==> config.mk <==
export PLATFORM = sky130hd
export DESIGN_NAME = hilbert_curve_point_generator_top_flat
export DESIGN_NICKNAME = d
export VERILOG_FILES = /design/src/rtl/core/hcpg_pkg.sv /design/src/rtl/core/hcpg_req_if.sv /design/src/rtl/core/hcpg_pnt_if.sv /design/src/rtl/core/hilbert_curve_point_generator_top.sv /design/src/rtl/core/hcpg_datapath.sv /design/src/rtl/core/hcpg_ctrl.sv /design/src/flat_wrapper.sv
export SDC_FILE = /design/constraint.sdc
export NUM_CORES = 1
export LEC_CHECK = 0
export BUFFER_PORTS_ARGS = -buffer_cell sky130_fd_sc_hd__buf_2
export CORE_MARGIN = 2
export CORE_UTILIZATION = 45
export CTS_BUF_LIST = sky130_fd_sc_hd__clkbuf_2
export DETAILED_ROUTE_END_ITERATION = 16
export PLACE_DENSITY = 0.74
export SYNTH_ARGS = -nofsm -noshare
export SYNTH_HDL_FRONTEND = slang
export SYNTH_SLANG_ARGS = --single-unit
==> constraint.sdc <==
create_clock -name clk -period 7.5 [get_ports clk]
set_input_delay 2.25 -clock clk [delete_from_list [all_inputs] [get_ports clk]]
set_output_delay 2.25 -clock clk [all_outputs]
set_load 0.01 [all_outputs]
==> src/rtl/core/hcpg_pkg.sv <==
// Shared types, constants and helper functions for the Hilbert curve point generator.
package hcpg_pkg;

  localparam int MaxOrder   = 16;
  localparam int OrderW     = 5;
  localparam int DepthW     = $clog2(MaxOrder);
  localparam int CoordW     = 16;
  localparam int IndexW     = 32;
  localparam int HeadW      = 2;
  localparam int PhaseW     = 2;

  localparam logic [OrderW-1:0] OrderReset = 5'd1;

  // heading codes
  localparam logic [HeadW-1:0] HeadPosI = 2'd0;
  localparam logic [HeadW-1:0] HeadPosJ = 2'd1;
  localparam logic [HeadW-1:0] HeadNegI = 2'd2;
  localparam logic [HeadW-1:0] HeadNegJ = 2'd3;

  // per-level phase codes
  localparam logic [PhaseW-1:0] PhaseFirst  = 2'd0;
  localparam logic [PhaseW-1:0] PhaseSecond = 2'd1;
  localparam logic [PhaseW-1:0] PhaseThird  = 2'd2;
  localparam logic [PhaseW-1:0] PhaseLast   = 2'd3;

  typedef struct packed {
    logic start;      // clear turtle, begin descent from level 0
    logic desc_step;  // push one level
    logic desc_end;   // descent finished, set cursor depth
    logic walk;       // act on the level at the cursor
    logic load_out;   // capture the point into the output register
  } hcpg_cmd_t;

  typedef struct packed {
    logic running;
    logic at_last;    // current point is the last of the curve
    logic desc_done;  // descent counter reached the order
    logic walk_wrap;  // top level exhausted
    logic walk_desc;  // walk step moved, descend follows
  } hcpg_status_t;

  // Register bits to the order actually used (1..MaxOrder).
  function automatic logic [OrderW-1:0] eff_order(input logic [OrderW-1:0] order_reg);
    logic [OrderW-1:0] o;
    o = order_reg;
    if (o == '0) o = OrderW'(1);
    if (o > OrderW'(MaxOrder)) o = OrderW'(MaxOrder);
    return o;
  endfunction

  // 4^order - 1 as a bit mask of 2*order ones.
  function automatic logic [IndexW-1:0] last_index(input logic [OrderW-1:0] order);
    logic [IndexW-1:0] m;
    logic [OrderW:0]   twice;
    twice = {order, 1'b0};
    for (int b = 0; b < IndexW; b++) begin
      m[b] = ((OrderW+1)'(b) < twice);
    end
    return m;
  endfunction

  // +90 degrees in the level's orientation
  function automatic logic [HeadW-1:0] turn_plus(input logic [HeadW-1:0] h, input logic f);
    return h + (f ? HeadW'(3) : HeadW'(1));
  endfunction

  // -90 degrees in the level's orientation
  function automatic logic [HeadW-1:0] turn_minus(input logic [HeadW-1:0] h, input logic f);
    return h + (f ? HeadW'(1) : HeadW'(3));
  endfunction

endpackage

==> src/rtl/core/hcpg_req_if.sv <==
// Request channel: valid/ready handshake carrying the restart flag.
interface hcpg_req_if;
  logic valid;
  logic ready;
  logic restart;

  modport source (output valid, output restart, input ready);
  modport sink   (input valid, input restart, output ready);
endinterface

==> src/rtl/core/hcpg_pnt_if.sv <==
// Point channel: valid/ready handshake carrying one curve point.
interface hcpg_pnt_if
  import hcpg_pkg::*;
();
  logic              valid;
  logic              ready;
  logic [CoordW-1:0] coord_i;
  logic [CoordW-1:0] coord_j;
  logic [IndexW-1:0] point_index;
  logic              last_point;

  modport source (output valid, output coord_i, output coord_j, output point_index,
                  output last_point, input ready);
  modport sink   (input valid, input coord_i, input coord_j, input point_index,
                  input last_point, output ready);
endinterface

==> src/rtl/core/hilbert_curve_point_generator_top.sv <==
// Top level of the Hilbert curve point generator: controller, datapath and channels.
//
// Emits the points of a Hilbert curve over a 2^order by 2^order grid, one point
// per request transaction, starting at (0,0). A request with restart set begins
// again at point 0; otherwise it yields the next point, and point_index counts
// along the curve with last_point marking point 4^order - 1. A request after
// the last point, or the first request after reset or after an order write,
// starts a fresh curve. The user must see that curve_order is written through
// cfg_we/cfg_wdata only while the block is idle; the block does not enforce it.
// 0 acts as 1 and values above 16 act as 16. One request is worked at a time.
// A restart clears the turtle in the accepting cycle, pushes the stack levels
// one by one, closes the descent and loads the output register. An advance
// unwinds the exhausted levels (0..order-1 of them, none on three steps in four),
// moves the turtle, pushes the unwound levels again, closes the descent and
// loads the output register. The controller walks the level stack one level
// per cycle. The output register lets the next request be taken while a point
// waits to be collected.
module hilbert_curve_point_generator_top
  import hcpg_pkg::*;
(
  input  logic              clk,
  input  logic              rst,
  input  logic              cfg_we,
  input  logic [OrderW-1:0] cfg_wdata,
  hcpg_req_if.sink          request,
  hcpg_pnt_if.source        point
);

  hcpg_cmd_t    cmd;
  hcpg_status_t status;

  // sequencing and handshakes
  hcpg_ctrl u_ctrl (
    .clk         (clk),
    .rst         (rst),
    .req_valid   (request.valid),
    .req_restart (request.restart),
    .req_ready   (request.ready),
    .pnt_valid   (point.valid),
    .pnt_ready   (point.ready),
    .status      (status),
    .cmd         (cmd)
  );

  // turtle, level stack and output register
  hcpg_datapath u_datapath (
    .clk         (clk),
    .rst         (rst),
    .cfg_we      (cfg_we),
    .cfg_wdata   (cfg_wdata),
    .cmd         (cmd),
    .status      (status),
    .coord_i     (point.coord_i),
    .coord_j     (point.coord_j),
    .point_index (point.point_index),
    .last_point  (point.last_point)
  );

endmodule

==> src/rtl/core/hcpg_datapath.sv <==
// Datapath: turtle position and heading, level stack, order register, output register.
module hcpg_datapath
  import hcpg_pkg::*;
(
  input  logic              clk,
  input  logic              rst,
  input  logic              cfg_we,
  input  logic [OrderW-1:0] cfg_wdata,
  input  hcpg_cmd_t         cmd,
  output hcpg_status_t      status,
  output logic [CoordW-1:0] coord_i,
  output logic [CoordW-1:0] coord_j,
  output logic [IndexW-1:0] point_index,
  output logic              last_point
);

  logic [OrderW-1:0] curve_order;
  logic              running;
  logic [HeadW-1:0]  heading;
  logic [CoordW-1:0] pos_i;
  logic [CoordW-1:0] pos_j;
  logic [IndexW-1:0] count;
  logic [DepthW-1:0] depth;
  logic [OrderW-1:0] dd;     // descent level counter, reaches the order itself
  logic              fcur;   // orientation of the level being pushed
  logic [PhaseW-1:0] level_phase [MaxOrder];
  logic              level_flip  [MaxOrder];

  logic [HeadW-1:0]  heading_next;
  logic [CoordW-1:0] pos_i_next;
  logic [CoordW-1:0] pos_j_next;
  logic [IndexW-1:0] count_next;
  logic [DepthW-1:0] depth_next;
  logic [OrderW-1:0] dd_next;
  logic              fcur_next;
  logic              ph_we;
  logic [DepthW-1:0] ph_addr;
  logic [PhaseW-1:0] ph_data;
  logic              fl_we;

  logic [OrderW-1:0] order;
  logic [PhaseW-1:0] cur_p;
  logic              cur_f;
  logic              mv_en;
  logic [HeadW-1:0]  mv_head;

  assign order = eff_order(curve_order);
  assign cur_p = level_phase[depth];
  assign cur_f = level_flip[depth];

  assign status.running   = running;
  assign status.at_last   = (count == last_index(order));
  assign status.desc_done = (dd == order);
  assign status.walk_wrap = (cur_p == PhaseLast) && (depth == '0);
  assign status.walk_desc = (cur_p != PhaseLast);

  always_comb begin
    heading_next = heading;
    pos_i_next   = pos_i;
    pos_j_next   = pos_j;
    count_next   = count;
    depth_next   = depth;
    dd_next      = dd;
    fcur_next    = fcur;
    ph_we        = 1'b0;
    ph_addr      = dd[DepthW-1:0];
    ph_data      = PhaseFirst;
    fl_we        = 1'b0;
    mv_en        = 1'b0;
    mv_head      = heading;

    if (cmd.start) begin
      heading_next = HeadPosI;
      pos_i_next   = '0;
      pos_j_next   = '0;
      count_next   = '0;
      dd_next      = '0;
      fcur_next    = 1'b0;
    end else if (cmd.desc_step) begin
      ph_we        = 1'b1;
      fl_we        = 1'b1;
      heading_next = turn_plus(heading, fcur);
      fcur_next    = ~fcur;
      dd_next      = dd + OrderW'(1);
    end else if (cmd.desc_end) begin
      depth_next = DepthW'(order - OrderW'(1));
    end else if (cmd.walk) begin
      ph_addr = depth;
      ph_data = cur_p + PhaseW'(1);
      dd_next = {1'b0, depth} + OrderW'(1);
      case (cur_p)
        PhaseFirst: begin
          mv_en        = 1'b1;
          heading_next = turn_minus(heading, cur_f);
          ph_we        = 1'b1;
          fcur_next    = cur_f;
        end
        PhaseSecond: begin
          mv_en     = 1'b1;
          ph_we     = 1'b1;
          fcur_next = cur_f;
        end
        PhaseThird: begin
          mv_head      = turn_minus(heading, cur_f);
          heading_next = mv_head;
          mv_en        = 1'b1;
          ph_we        = 1'b1;
          fcur_next    = ~cur_f;
        end
        default: begin
          heading_next = turn_plus(heading, cur_f);
          depth_next   = depth - DepthW'(1);
        end
      endcase
    end

    if (mv_en) begin
      count_next = count + IndexW'(1);
      case (mv_head)
        HeadPosI: pos_i_next = pos_i + CoordW'(1);
        HeadPosJ: pos_j_next = pos_j + CoordW'(1);
        HeadNegI: pos_i_next = pos_i - CoordW'(1);
        default:  pos_j_next = pos_j - CoordW'(1);
      endcase
    end
  end

  always_ff @(posedge clk) begin
    if (rst) begin
      curve_order <= OrderReset;
      running     <= 1'b0;
      heading     <= HeadPosI;
      pos_i       <= '0;
      pos_j       <= '0;
      count       <= '0;
      depth       <= '0;
      dd          <= '0;
      fcur        <= 1'b0;
      for (int k = 0; k < MaxOrder; k++) begin
        level_phase[k] <= PhaseFirst;
        level_flip[k]  <= 1'b0;
      end
    end else begin
      if (cfg_we) begin
        curve_order <= cfg_wdata;
        running     <= 1'b0;
      end else if (cmd.start) begin
        running <= 1'b1;
      end
      heading <= heading_next;
      pos_i   <= pos_i_next;
      pos_j   <= pos_j_next;
      count   <= count_next;
      depth   <= depth_next;
      dd      <= dd_next;
      fcur    <= fcur_next;
      if (ph_we) level_phase[ph_addr] <= ph_data;
      if (fl_we) level_flip[ph_addr] <= fcur;
    end
  end

  // output register, payload only
  always_ff @(posedge clk) begin
    if (cmd.load_out) begin
      coord_i     <= pos_i;
      coord_j     <= pos_j;
      point_index <= count;
      last_point  <= status.at_last;
    end
  end

endmodule

==> src/rtl/core/hcpg_ctrl.sv <==
// Controller: sequences restart, stack walk and descent, owns the handshakes.
module hcpg_ctrl
  import hcpg_pkg::*;
(
  input  logic         clk,
  input  logic         rst,
  input  logic         req_valid,
  input  logic         req_restart,
  output logic         req_ready,
  output logic         pnt_valid,
  input  logic         pnt_ready,
  input  hcpg_status_t status,
  output hcpg_cmd_t    cmd
);

  localparam logic [1:0] StIdle = 2'd0;
  localparam logic [1:0] StDesc = 2'd1;
  localparam logic [1:0] StWalk = 2'd2;
  localparam logic [1:0] StEmit = 2'd3;

  logic [1:0] state;
  logic [1:0] state_next;
  logic       pnt_valid_next;
  logic       accept;

  assign req_ready = (state == StIdle);
  assign accept    = req_valid && req_ready;

  always_comb begin
    state_next     = state;
    cmd            = '0;
    pnt_valid_next = pnt_valid && !pnt_ready;
    case (state)
      StIdle: begin
        if (accept) begin
          if (req_restart || !status.running || status.at_last) begin
            cmd.start  = 1'b1;
            state_next = StDesc;
          end else begin
            state_next = StWalk;
          end
        end
      end
      StDesc: begin
        if (status.desc_done) begin
          cmd.desc_end = 1'b1;
          state_next   = StEmit;
        end else begin
          cmd.desc_step = 1'b1;
        end
      end
      StWalk: begin
        if (status.walk_wrap) begin
          cmd.start  = 1'b1;
          state_next = StDesc;
        end else begin
          cmd.walk = 1'b1;
          if (status.walk_desc) state_next = StDesc;
        end
      end
      default: begin
        if (!pnt_valid || pnt_ready) begin
          cmd.load_out   = 1'b1;
          pnt_valid_next = 1'b1;
          state_next     = StIdle;
        end
      end
    endcase
  end

  always_ff @(posedge clk) begin
    if (rst) begin
      state     <= StIdle;
      pnt_valid <= 1'b0;
    end else begin
      state     <= state_next;
      pnt_valid <= pnt_valid_next;
    end
  end

endmodule

==> src/flat_wrapper.sv <==
// flat-port wrapper written by rule: the top's interface ports become plain ports
module hilbert_curve_point_generator_top_flat import hcpg_pkg::*;
  (clk, rst, cfg_we, cfg_wdata, request_valid, request_restart, request_ready, point_valid, point_coord_i, point_coord_j, point_point_index, point_last_point, point_ready);
  hcpg_req_if request_i ();
  hcpg_pnt_if point_i ();
  input  logic clk;
  input  logic rst;
  input  logic cfg_we;
  input  logic [OrderW-1:0] cfg_wdata;
  input wire logic [$bits(request_i.valid)-1:0] request_valid;
  input wire logic [$bits(request_i.restart)-1:0] request_restart;
  output wire logic [$bits(request_i.ready)-1:0] request_ready;
  output wire logic [$bits(point_i.valid)-1:0] point_valid;
  output wire logic [$bits(point_i.coord_i)-1:0] point_coord_i;
  output wire logic [$bits(point_i.coord_j)-1:0] point_coord_j;
  output wire logic [$bits(point_i.point_index)-1:0] point_point_index;
  output wire logic [$bits(point_i.last_point)-1:0] point_last_point;
  input wire logic [$bits(point_i.ready)-1:0] point_ready;
  assign request_i.valid = request_valid;
  assign request_i.restart = request_restart;
  assign request_ready = request_i.ready;
  assign point_valid = point_i.valid;
  assign point_coord_i = point_i.coord_i;
  assign point_coord_j = point_i.coord_j;
  assign point_point_index = point_i.point_index;
  assign point_last_point = point_i.last_point;
  assign point_i.ready = point_ready;
  hilbert_curve_point_generator_top u_core (.clk(clk), .rst(rst), .cfg_we(cfg_we), .cfg_wdata(cfg_wdata), .request(request_i), .point(point_i));
endmodule
# Yosys cells after proc, flatten, opt, wreduce, memory -nomap -nowiden
# Memories as Yosys holds them, arrays and structs flattened. A register that Yosys moved wholly into a read port is not among the register bits.
# Index checks and enable logic that the tools add are counted.
dict set report classes {
  n_addsub 13
  n_eq_ne 16
  mux 87
  magnitude_cmp 33
  n_reduce_logical 33
  bitwise 4
}
# operator count
set ops {}
lappend ops {{5-bit by 6-bit less-than comparator with 1-bit output (first input constant)} 16}
lappend ops {{16-bit two-way mux} 4}
lappend ops {{32-bit two-way mux} 2}
lappend ops {{16-bit case mux with 2 select lines} 2}
lappend ops {{4-bit two-way mux} 13}
lappend ops {{4-bit by 6-bit less-than comparator with 1-bit output (first input constant)} 8}
lappend ops {{2-bit two-way mux} 23}
lappend ops {{1-bit two-way mux} 34}
lappend ops {{16-bit by 1-bit adder with 16-bit output (second input constant)} 2}
lappend ops {{32-bit by 1-bit adder with 32-bit output (second input constant)} 1}
lappend ops {{32-bit == test} 1}
lappend ops {{16-bit by 1-bit subtractor with 16-bit output (second input constant)} 2}
lappend ops {{5-bit two-way mux} 5}
lappend ops {{3-bit by 6-bit less-than comparator with 1-bit output (first input constant)} 4}
lappend ops {{1-bit by 6-bit less-than comparator with 1-bit output (first input constant)} 2}
lappend ops {{2-bit by 6-bit less-than comparator with 1-bit output (first input constant)} 2}
lappend ops {{2-bit OR reduction} 6}
lappend ops {{2-bit by 1-bit inequality test with 1-bit output (second input constant)} 5}
lappend ops {{2-bit == test (second input constant)} 4}
lappend ops {{4-bit AND reduction} 2}
lappend ops {{4-bit by 1-bit subtractor with 4-bit output (second input constant)} 2}
lappend ops {{2-bit adder} 3}
lappend ops {{2-bit by 1-bit == test with 1-bit output (second input constant)} 3}
lappend ops {{2-bit logical NOT} 3}
lappend ops {{other kinds (23)} 37}
dict set report totals {
  elab_cells 203
  output_inout_bits 67
  in_bits 11
  reg_bits 150
  ram_bits 48
  n_memories 2
}
# name words word_bits rd rd_clocked_by_memory_dff write_ports line
set memory_table {}
lappend memory_table {u_core.u_datapath.level_phase 16 2 1 1 16 hcpg_datapath.sv:26} ;# logic [PhaseW-1:0] level_phase [MaxOrder];
lappend memory_table {u_core.u_datapath.level_flip 16 1 1 1 16 hcpg_datapath.sv:27} ;# logic level_flip [MaxOrder];

# Depth between registers and ports, before layout
# Gate-level depths: netlist of run 1.
dict set report depth {
  word_depth 16
  depth_mapped 22
  mapped_depth_nobuf 19
}

# By module
# Synthesis of run 1 repeated with hierarchy kept, for this count alone.
dict set report hier_totals {
  hier_cells 1041
  hier_area_um2 10416.2
}
# mod seq_area_each_um2 n_inst area_each_um2 cells_each
set by_module_without_submodules {}
lappend by_module_without_submodules {hcpg_datapath 5114.9 1 10121.0 1008}
lappend by_module_without_submodules {hcpg_ctrl 60.1 1 295.3 33}

# Worst setup path before layout of run 1
# No wires, ideal clock.
dict set report synth_path {
  kind {input to register}
  from {in request_valid}
  to {reg u_core.u_datapath.pos_j[15]}
  cell_stages 17
  arrival_time_ns 5.893
  path_slack_ns 1.491
  required_time_ns 7.384
  setup_ns 0.116
  path_buffers 1
  cell_sequence {and2_1 and4_1 a21oi_1 and2_1 buf_4 nor2b_1 xor2_1 nand2_1 ha_1 a21o_1 a21oi_1 o21ai_0 o41ai_2 o221ai_1 o41ai_1 xnor3_1 a31o_1}
}
dict set report synth_via {
  elab_chain_cells 8
  word_cells_on_any_way 12
  cone_classes {eq/ne: 2; mux: 7; reduce/logical: 3}
}
# item line
set synth_lines {}
lappend synth_lines {{from (decl)} flat_wrapper.sv:10} ;# input wire logic [$bits(request_i.valid)-1:0] request_valid;
lappend synth_lines {{1-bit logical AND *} hcpg_ctrl.sv:27} ;# assign accept = req_valid && req_ready;
lappend synth_lines {{1-bit two-way mux *} hcpg_ctrl.sv:35} ;# if (accept) begin
lappend synth_lines {{1-bit case mux with 2 select lines *} hcpg_ctrl.sv:33} ;# case (state)
lappend synth_lines {{2-bit two-way mux} hcpg_datapath.sv:72} ;# if (cmd.start) begin
lappend synth_lines {{2-bit == test or 2-bit logical NOT (tied branches)} hcpg_datapath.sv:119} ;# case (mv_head)
lappend synth_lines {{2-bit OR reduction (no source line)} --}
lappend synth_lines {{16-bit case mux with 2 select lines} hcpg_datapath.sv:119}
lappend synth_lines {{16-bit two-way mux *} hcpg_datapath.sv:117} ;# if (mv_en) begin
lappend synth_lines {{to (signal assigned)} hcpg_datapath.sv:152} ;# pos_j <= pos_j_next;
lappend synth_lines {{to (decl)} hcpg_datapath.sv:21} ;# logic [CoordW-1:0] pos_j;
# Mark *: on every way between the ends. The rest lies on a longest branch, timed or not.
# A chain may end at the register's enable or synchronous reset.

==> results of run 1 <==
-- routing by layer --
layer | global-route usage [%] | share of wire, % | vias to the layer above
met2 | 31.9 | 47 | 317
met5 | 0 | 0 | -
li1 | - | - | 3938
met3 | 3.75 | 7.4 | 47
met1 | 25.5 | 43 | 3823
met4 | 7.10 | 2.2 | 0
-- worst paths after layout --
path	startpoint	endpoint	cells past startpoint
max	flop	u_core.u_datapath.pos_j[15]	18
min	u_core.u_datapath.pos_j[5]	u_core.u_datapath.coord_j[5]	0
max reg2reg	flop	u_core.u_datapath.pos_j[15]	18
min reg2reg	u_core.u_datapath.pos_j[5]	u_core.u_datapath.coord_j[5]	0
-- cell usage after synthesis (5+ instances only) --
master,instances
sky130_fd_sc_hd__clkbuf_1,16
sky130_fd_sc_hd__or2_2,5
sky130_fd_sc_hd__or3_1,14
sky130_fd_sc_hd__buf_2,27
sky130_fd_sc_hd__nand4_1,10
sky130_fd_sc_hd__o21ai_0,35
sky130_fd_sc_hd__a211oi_1,6
sky130_fd_sc_hd__xor2_1,28
sky130_fd_sc_hd__a31o_2,8
sky130_fd_sc_hd__nor3_1,43
sky130_fd_sc_hd__nor3b_1,5
sky130_fd_sc_hd__edfxtp_1,113
sky130_fd_sc_hd__mux4_2,12
sky130_fd_sc_hd__nand3_1,25
sky130_fd_sc_hd__ha_1,41
sky130_fd_sc_hd__nor2b_1,9
sky130_fd_sc_hd__nand2b_1,8
sky130_fd_sc_hd__o21bai_1,5
sky130_fd_sc_hd__a31oi_1,5
sky130_fd_sc_hd__dfxtp_1,89
sky130_fd_sc_hd__and4_1,5
sky130_fd_sc_hd__and3_1,8
sky130_fd_sc_hd__nand2_1,105
sky130_fd_sc_hd__o211ai_1,5
sky130_fd_sc_hd__nor4_1,8
sky130_fd_sc_hd__xnor2_1,34
sky130_fd_sc_hd__and2_1,13
sky130_fd_sc_hd__o21a_1,9
sky130_fd_sc_hd__nor2_1,113
sky130_fd_sc_hd__buf_6,7
sky130_fd_sc_hd__inv_1,27
sky130_fd_sc_hd__a21o_1,14
sky130_fd_sc_hd__a21oi_1,59
sky130_fd_sc_hd__o31ai_1,8
sky130_fd_sc_hd__mux2i_1,26
sky130_fd_sc_hd__o21ai_1,11
-- registers in the layout, indices dropped and copies added (netlist names), named ones only --
| signal | flops |
|---|---|
| u_core.u_datapath.running | 1 |
| u_core.u_datapath.depth | 4 |
| u_core.u_datapath.fcur | 1 |
| u_core.u_datapath.heading | 2 |
| u_core.u_datapath.coord_j | 16 |
| u_core.u_datapath.coord_i | 16 |
| u_core.u_datapath.dd | 5 |
| u_core.u_datapath.level_phase | 32 |
| u_core.u_datapath.curve_order | 5 |
| u_core.u_datapath.level_flip | 16 |
| u_core.u_datapath.last_point | 1 |
| u_core.u_datapath.pos_i | 16 |
| u_core.u_datapath.count | 32 |
| u_core.u_datapath.point_index | 32 |
| u_core.u_datapath.pos_j | 16 |
| u_core.u_ctrl.state | 2 |
| u_core.u_ctrl.pnt_valid | 1 |
-- area by class of cell --
class / count / area (sq um)
repair buffers: 83 / 430
clock buffers: 80 / 400
flip-flops and latches: 202 / 5170
multi-input cells: 747 / 5070
well taps: 319 / 399
diodes: 1 / 2.50
inverters: 28 / 105
fillers: 2114 / 11700
clock inverters: 16 / 90.1
-- kinds of logic after synthesis --
kind of cell	count (synthesis)	share of synthesized area, %
adder cells (fa/ha/maj)	43	5.20
AND/OR/NAND/NOR	391	17.9
multiplexers	48	6.57
XOR/XNOR	63	5.32
buffers and inverters	80	3.71
AO/OA/AOI/OAI	202	12.6
flip-flops	202	48.7
-- worst max-delay path: cells and delay by family, from the launching register on --
family | cells | cell delay [ps]
fa+ha+maj | 2 | 720
mux | 2 | 1140
flops | 1 | 760
compound gates | 9 | 2180
xor+xnor | 2 | 450
simple gates | 3 | 890
-- per-stage QoR --
| stage | util, % | hold WS, ps |
|---|---|---|
| floorplan | - | 423 |
| CTS | 50.0 | 480 |
| global placement | 47.9 | 450 |
| detailed placement | 47.9 | 459 |
| finish | 50.0 | 470 |
| global route | 50.0 | 492 |
-- power breakdown --
| part | internal (W) | leakage (nW) | switching, W |
|---|---|---|---|
| clock | 0.000318 | 0.377 | 0.000445 |
| sequential | 0.00122 | 1.82 | 0.0000561 |
| combinational | 0.000291 | 2.27 | 0.000483 |
| total | 0.00183 | 4.47 | 0.000984 |
==> impl_summary.log, run 1 <==
INFO  metric ys_seq_area_share = approximately half
INFO  metric slew_headroom = a little over a quarter
INFO  metric detailedRoute.firstIterationViolations = just under 800
INFO  metric critPathMaxStageDelay = ~760 ps
INFO  metric yosys_warnings = 0
INFO  metric h-tree-depth = 2
INFO  metric floorplan.die_area = between 20,000 and 25,000 sq um
INFO  metric nNetsFinal = between 1,000 and 1,500
INFO  metric critical-path-slowest-cell = sky130_fd_sc_hd__dfxtp_1
INFO  metric setup.worst_path.class = reg2reg
INFO  metric clkSlewWorstSetupHoldPaths = roughly 110 ps
INFO  metric io_buffers = 77
INFO  metric chipHeight = ~160 um
INFO  metric syn_area = around 11,000 sq um
INFO  metric max-clock-path-buffers = 3
INFO  metric most-common-layout-cells = sky130_fd_sc_hd__nor2_1 (113), sky130_fd_sc_hd__edfxtp_1 (113), sky130_fd_sc_hd__nand2_1 (104)
INFO  metric groute.usage.overall = about a fifth
INFO  metric rd_place_congestion = 0.884
INFO  metric p_total = about 0.0028 W
INFO  metric critPathMaxFanout = 15
INFO  metric synth.lib_cells_used.distinct = between 80 and 90
INFO  metric post_dr_wirelength_cell = between 15 and 20 um
INFO  metric worst-slew-pin-transition = around 1100 ps
INFO  metric post-place-cells = ~1,400
INFO  metric crit_path_cell_trace = mux4_2 -> mux4_2 -> ha_1 -> a21oi_2 -> nand2_1 -> nor3_4 -> xnor2_1 -> nand2_1 -> ha_1 -> a21o_1 -> a21oi_1 -> o21ai_0 -> o41ai_2 -> o221ai_1 -> o41ai_1 -> xnor3_1 -> a21oi_1 -> a31o_1
INFO  metric io-pin-count = 78
INFO  metric cts_tree = yes
INFO  metric dominantRegCellSynth = sky130_fd_sc_hd__edfxtp_1
INFO  metric routed_wirelength = roughly 24,000 um
INFO  metric maximum_operating_frequency = 160 MHz
INFO  metric synthesis.instances = ~1,000
INFO  metric post_cts_resize_count = 0
INFO  metric chipWidth = between 150 and 200 um
INFO  metric min-delay-path-class = reg2reg
INFO  metric setup_repair_after_global_routing_missed_its_margin = false
INFO  metric cts_setup_buffers = 0
INFO  metric tns = 0 ps
INFO  metric post-route-cell-area = 11,700 sq um
INFO  metric number_of_buffers_created_by_cts = 52
INFO  metric drc = 0
INFO  metric worst_skew_pair.late_latency = roughly 790 ps
INFO  metric drt_first_pass_iters = 6
INFO  metric antenna_found_initial = 1
INFO  metric pwr_density_cell = ~240 nW/um^2
INFO  metric cts-hold-fix-buffers = 0
INFO  metric synth-edff-count = 113
INFO  metric post-dp-hpwl = ~16,000 um
INFO  metric grt_pass1_vias = 7,877
INFO  metric worst-endpoint-required = between 8000 and 9000 ps
INFO  metric vdd_ir_drop_max = 0.0945 mV
INFO  metric startpoint_type_of_the_worst_setup_path = flop
INFO  metric slew_violations = 0
INFO  metric core = 23,300 sq um
INFO  metric start_util = about 46%
INFO  metric num_vias = 8,125
INFO  metric post_dp_cell_area = around 11,000 sq um
INFO  metric max_cap_violations = 0
INFO  metric ratio_of_cells_with_drive_above_1_in_the_final_layout = between 10% and 20%
INFO  metric placementRows = 56
INFO  metric postSynthRegisterBits = 202
INFO  metric synth_area_leaders = sky130_fd_sc_hd__edfxtp_1 (32%), sky130_fd_sc_hd__dfxtp_1 (17%), sky130_fd_sc_hd__ha_1 (4.8%)
INFO  metric via_per_inst = 5.50
INFO  metric cts.sink_count = 202
INFO  metric grt_pass1_wl = slightly below 40,000 um
INFO  metric fin_crit_sh = between 80% and 90%
INFO  metric post-route-min-period = between 6000 and 7000 ps
INFO  metric total_leakage_power = about 4.5 nW
INFO  metric syn-mean-instance-area = around 10 sq um
INFO  metric worst_ep_arrival_time = ~6900 ps
INFO  metric clock-skew-final = ~53 ps
INFO  metric postSynthNetCount = 1,083
INFO  metric cts.root.buffer_cell = sky130_fd_sc_hd__clkbuf_2
INFO  metric dp_worst_setup_slack = 870 ps
INFO  metric setup_ws = 1250 ps
INFO  metric grt_max_degree = 66
INFO  metric overflow = 0
INFO  metric yosysTopAreaCell = sky130_fd_sc_hd__edfxtp_1
INFO  metric report.final.setup_viol = 0
INFO  metric reg2reg_slack = ~1300 ps
INFO  metric synth_async_sr_flop_share = 0%
INFO  metric result_of_the_run = finished, final reports clean
INFO  metric area_delta_synth_final = 9.80%
INFO  metric drt.antenna.violating_nets = 0
INFO  metric synth_top_cell_area_share = between 30% and 40%
INFO  metric final_non_filler_cells = about 1,500
INFO  metric hold_viol = 0
INFO  metric sort_of_element_at_the_end_of_the_critical_path = flop
No activity file was read; power rests on OpenSTA's default activity.
==> run 2, diff against run 1 <==
Settings changed: PLACE_DENSITY 0.74 to 0.77.
Clock period 7.5 ns to 5.4 ns, I/O delays scaled along.
==> impl_summary.log, run 2 (synthesis results as in run 1) <==
INFO  metric cts_tree = yes (unchanged)
INFO  metric placementRows = 56 (unchanged)
INFO  metric fin_crit_sh = 94.5% (was 83.3%)
INFO  metric area_delta_synth_final = 11.2% (was 9.80%)
INFO  metric io_buffers = 77 (unchanged)
INFO  metric max_cap_violations = 0 (unchanged)
INFO  metric rd_place_congestion = 0.906 (was 0.884)
INFO  metric startpoint_type_of_the_worst_setup_path = flop (unchanged)
INFO  metric critPathMaxStageDelay = 570 ps (was 760 ps)
INFO  metric vdd_ir_drop_max = 0.155 mV (was 0.0945 mV)
INFO  metric min-delay-path-class = reg2reg (unchanged)
INFO  metric worst_skew_pair.late_latency = 790 ps (about the same)
INFO  metric start_util = 45.6% (unchanged)
INFO  metric reg2reg_depth = 19 (was 18)
INFO  metric chipHeight = 158 um (unchanged)
INFO  metric gr-usage-met3 = 3.70% (was 3.75%)
INFO  metric report.final.setup_viol = 0 (unchanged)
INFO  metric regToRegEndpoint = u_core.u_datapath.pos_j[15] (unchanged)
INFO  metric nNetsFinal = 1,179 (was 1,168)
INFO  metric overflow = 0 (unchanged)
INFO  metric h-tree-depth = 2 (unchanged)
INFO  metric crit_path_cell_trace = buf_6 -> mux4_2 -> mux4_2 -> ha_1 -> a21oi_2 -> nand2_1 -> nor2b_1 -> xor2_1 -> nand2_1 -> ha_1 -> a21o_1 -> a21oi_1 -> o21ai_1 -> o41ai_2 -> o221ai_2 -> o41ai_2 -> xnor3_1 -> a21oi_1 -> a31o_1 (was mux4_2 -> mux4_2 -> ha_1 -> a21oi_2 -> nand2_1 -> nor3_4 -> xnor2_1 -> nand2_1 -> ha_1 -> a21o_1 -> a21oi_1 -> o21ai_0 -> o41ai_2 -> o221ai_1 -> o41ai_1 -> xnor3_1 -> a21oi_1 -> a31o_1)
INFO  metric post_dr_wirelength_cell = 15.9 um (was 16.1 um)
INFO  metric chipWidth = 158 um (unchanged)
INFO  metric antenna_found_initial = 1 (unchanged)
INFO  metric cts.sink_count = 202 (unchanged)
INFO  metric grt_max_degree = 42 (was 66)
INFO  metric critPathMaxFanout = 11 (was 15)
INFO  metric groute.usage.overall = 19.0% (was 19.4%)
INFO  metric drc = 0 (unchanged)
INFO  metric worst_ep_arrival_time = 5840 ps (was 6920 ps)
INFO  metric layout.area.seq = 5170 sq um (unchanged)
INFO  metric core = 23,300 sq um (unchanged)
INFO  metric post-dp-hpwl = 16,300 um (was 16,100 um)
INFO  metric sort_of_element_at_the_end_of_the_critical_path = flop (unchanged)
INFO  metric hold_viol = 0 (unchanged)
INFO  metric worst-endpoint-required = 6130 ps (was 8170 ps)
INFO  metric io-pin-count = 78 (unchanged)
INFO  metric critical-path-slowest-cell = sky130_fd_sc_hd__mux4_2 (was sky130_fd_sc_hd__dfxtp_1)
INFO  metric pwr_density_cell = 337 nW/um^2 (was 241 nW/um^2)
INFO  metric cts.root.buffer_cell = sky130_fd_sc_hd__clkbuf_2 (unchanged)
INFO  metric clock-skew-final = 39.8 ps (was 53.1 ps)
INFO  metric maximum_operating_frequency = 196 MHz (was 160 MHz)
INFO  metric floorplan.die_area = 24,900 sq um (unchanged)
INFO  metric most-common-layout-cells = sky130_fd_sc_hd__edfxtp_1 (113), sky130_fd_sc_hd__nor2_1 (112), sky130_fd_sc_hd__nand2_1 (104) (was sky130_fd_sc_hd__nor2_1 (113), sky130_fd_sc_hd__edfxtp_1 (113), sky130_fd_sc_hd__nand2_1 (104))
INFO  metric grt_pass1_vias = 7,758 (was 7,877)
INFO  metric nFillCells = 2,131 (was 2,114)
INFO  metric setup.worst_path.class = reg2reg (unchanged)
INFO  metric reg2reg_slack = 300 ps (was 1250 ps)
INFO  metric worst_setup_path_endpoint = u_core.u_datapath.pos_j[15] (unchanged)
INFO  metric num_vias = 8,195 (was 8,125)
INFO  metric via_per_inst = 5.52 (was 5.50)
INFO  metric global_route.peak_usage_layer = met2 (unchanged)
INFO  metric number_of_buffers_created_by_cts = 48 (was 52)
INFO  metric met2_usage = 30.7% (was 31.9%)
INFO  metric biggestRegsByFlops = u_core.u_datapath.count (32), u_core.u_datapath.level_phase (32), u_core.u_datapath.point_index (32) (unchanged)
INFO  metric drt_first_pass_iters = 8 (was 6)
INFO  metric ratio_of_cells_with_drive_above_1_in_the_final_layout = 20.1% (was 19.5%)
INFO  metric commonest_non_fill_non_tap_cell_in_the_layout = sky130_fd_sc_hd__edfxtp_1
INFO  metric worst-slew-pin-transition = 1070 ps (was 1090 ps)
INFO  metric max-clock-path-buffers = 3 (unchanged)
INFO  metric layout.core_utilization = 50.7% (was 50.0%)
INFO  metric detailedRoute.firstIterationViolations = 683 (was 776)
INFO  metric worst_hold_slack = 474 ps (was 470 ps)
INFO  metric clkSlewWorstSetupHoldPaths = 130 ps (was 110 ps)
INFO  metric result_of_the_run = finished, final reports clean (unchanged)
INFO  metric total_leakage_power = 4.53 nW (was 4.47 nW)
INFO  metric drt.antenna.violating_nets = 0 (unchanged)
INFO  metric grt_pass1_wl = 38,400 um (was 39,000 um)
INFO  metric slew_headroom = 28.6% (was 26.7%)
INFO  metric multi_input_area = 5090 sq um (was 5070 sq um)
INFO  metric slew_violations = 0 (unchanged)
INFO  metric grt_util_met1 = 25.5% (about the same)
INFO  metric post-route-min-period = 5100 ps (was 6250 ps)
INFO  metric routed_wirelength = 23,600 um (was 23,800 um)
run 2: cell count changes in the layout (fill, tap and decap cells not counted), sizes merged:
cell	before	now
buf	83	98
bufinv	1	3
clkbuf	80	71
run 2: how the worst min path moves through the flow:
stage | from | endpoint | slack [ps] | depth (start not counted)
after CTS | u_core.u_datapath.running | u_core.u_datapath.running | 480 | 2
after global routing | u_core.u_datapath.pos_i[3] | u_core.u_datapath.coord_i[3] | 490 | 0
after global placement | u_core.u_datapath.pos_i[5] | u_core.u_datapath.coord_i[5] | 460 | 0
after floorplan | u_core.u_datapath.pos_i[15] | u_core.u_datapath.coord_i[15] | 420 | 0
after detailed placement | u_core.u_datapath.pos_j[8] | u_core.u_datapath.coord_j[8] | 460 | 0
final | u_core.u_datapath.running | u_core.u_datapath.running | 470 | 2
run 2: layer usage:
metal	up-vias	wire [um]
li1	3972	-
met4	0	559
met1	3858	10200
met2	310	11000
met5	-	0
met3	55	1830
run 2: per-stage QoR:
step	std cells	instance area, sq um	setup WS, ps	total power (W)	setup TNS [ps]
3_3_place_gp	1393	11300	21.2	0.00286	0
6_report	1484	11800	296	0.00399	0
4_1_cts	1482	11800	209	0.00399	0
5_1_grt	1484	11800	-31.5	0.00421	-31.5
2_1_floorplan	1029	10600	21.4	0.00264	0
3_5_place_dp	1393	11300	-11.7	0.00289	-14.2
run 2: area by class of cell:
cell class / count / area share [%]
well taps: 319 / 3.38
inverters: 28 / 0.889
diodes: 1 / 0.0212
repair buffers: 98 / 4.63
clock inverters: 18 / 1.25
flip-flops and latches: 202 / 43.8
multi-input cells: 747 / 43.1
clock buffers: 71 / 3.01
run 2: critical path, delay by kind of cell, from the launching register on:
family / cells / cell delay [ps]
compound gates: 9 / 1790
xor+xnor: 2 / 590
flops: 1 / 340
buf+inv: 1 / 190
fa+ha+maj: 2 / 570
simple gates: 3 / 490
mux: 2 / 1110
run 2: timing repair:
| action | 4_1_cts | 5_1_grt |
|---|---|---|
| hold buffers | 0 | 0 |
| hold endpoints to repair | 0 | 0 |
| buffers inserted | 0 | 1 |
| setup endpoints to repair | 0 | 8 |
| gates resized for setup | 0 | 6 |
run 2: where the power goes:
| part | leakage, nW | internal [W] | switching (W) |
|---|---|---|---|
| Clock | 0.363 | 0.000495 | 0.000606 |
| Combinational | 2.35 | 0.000427 | 0.000698 |
| Sequential | 1.82 | 0.00170 | 0.0000628 |
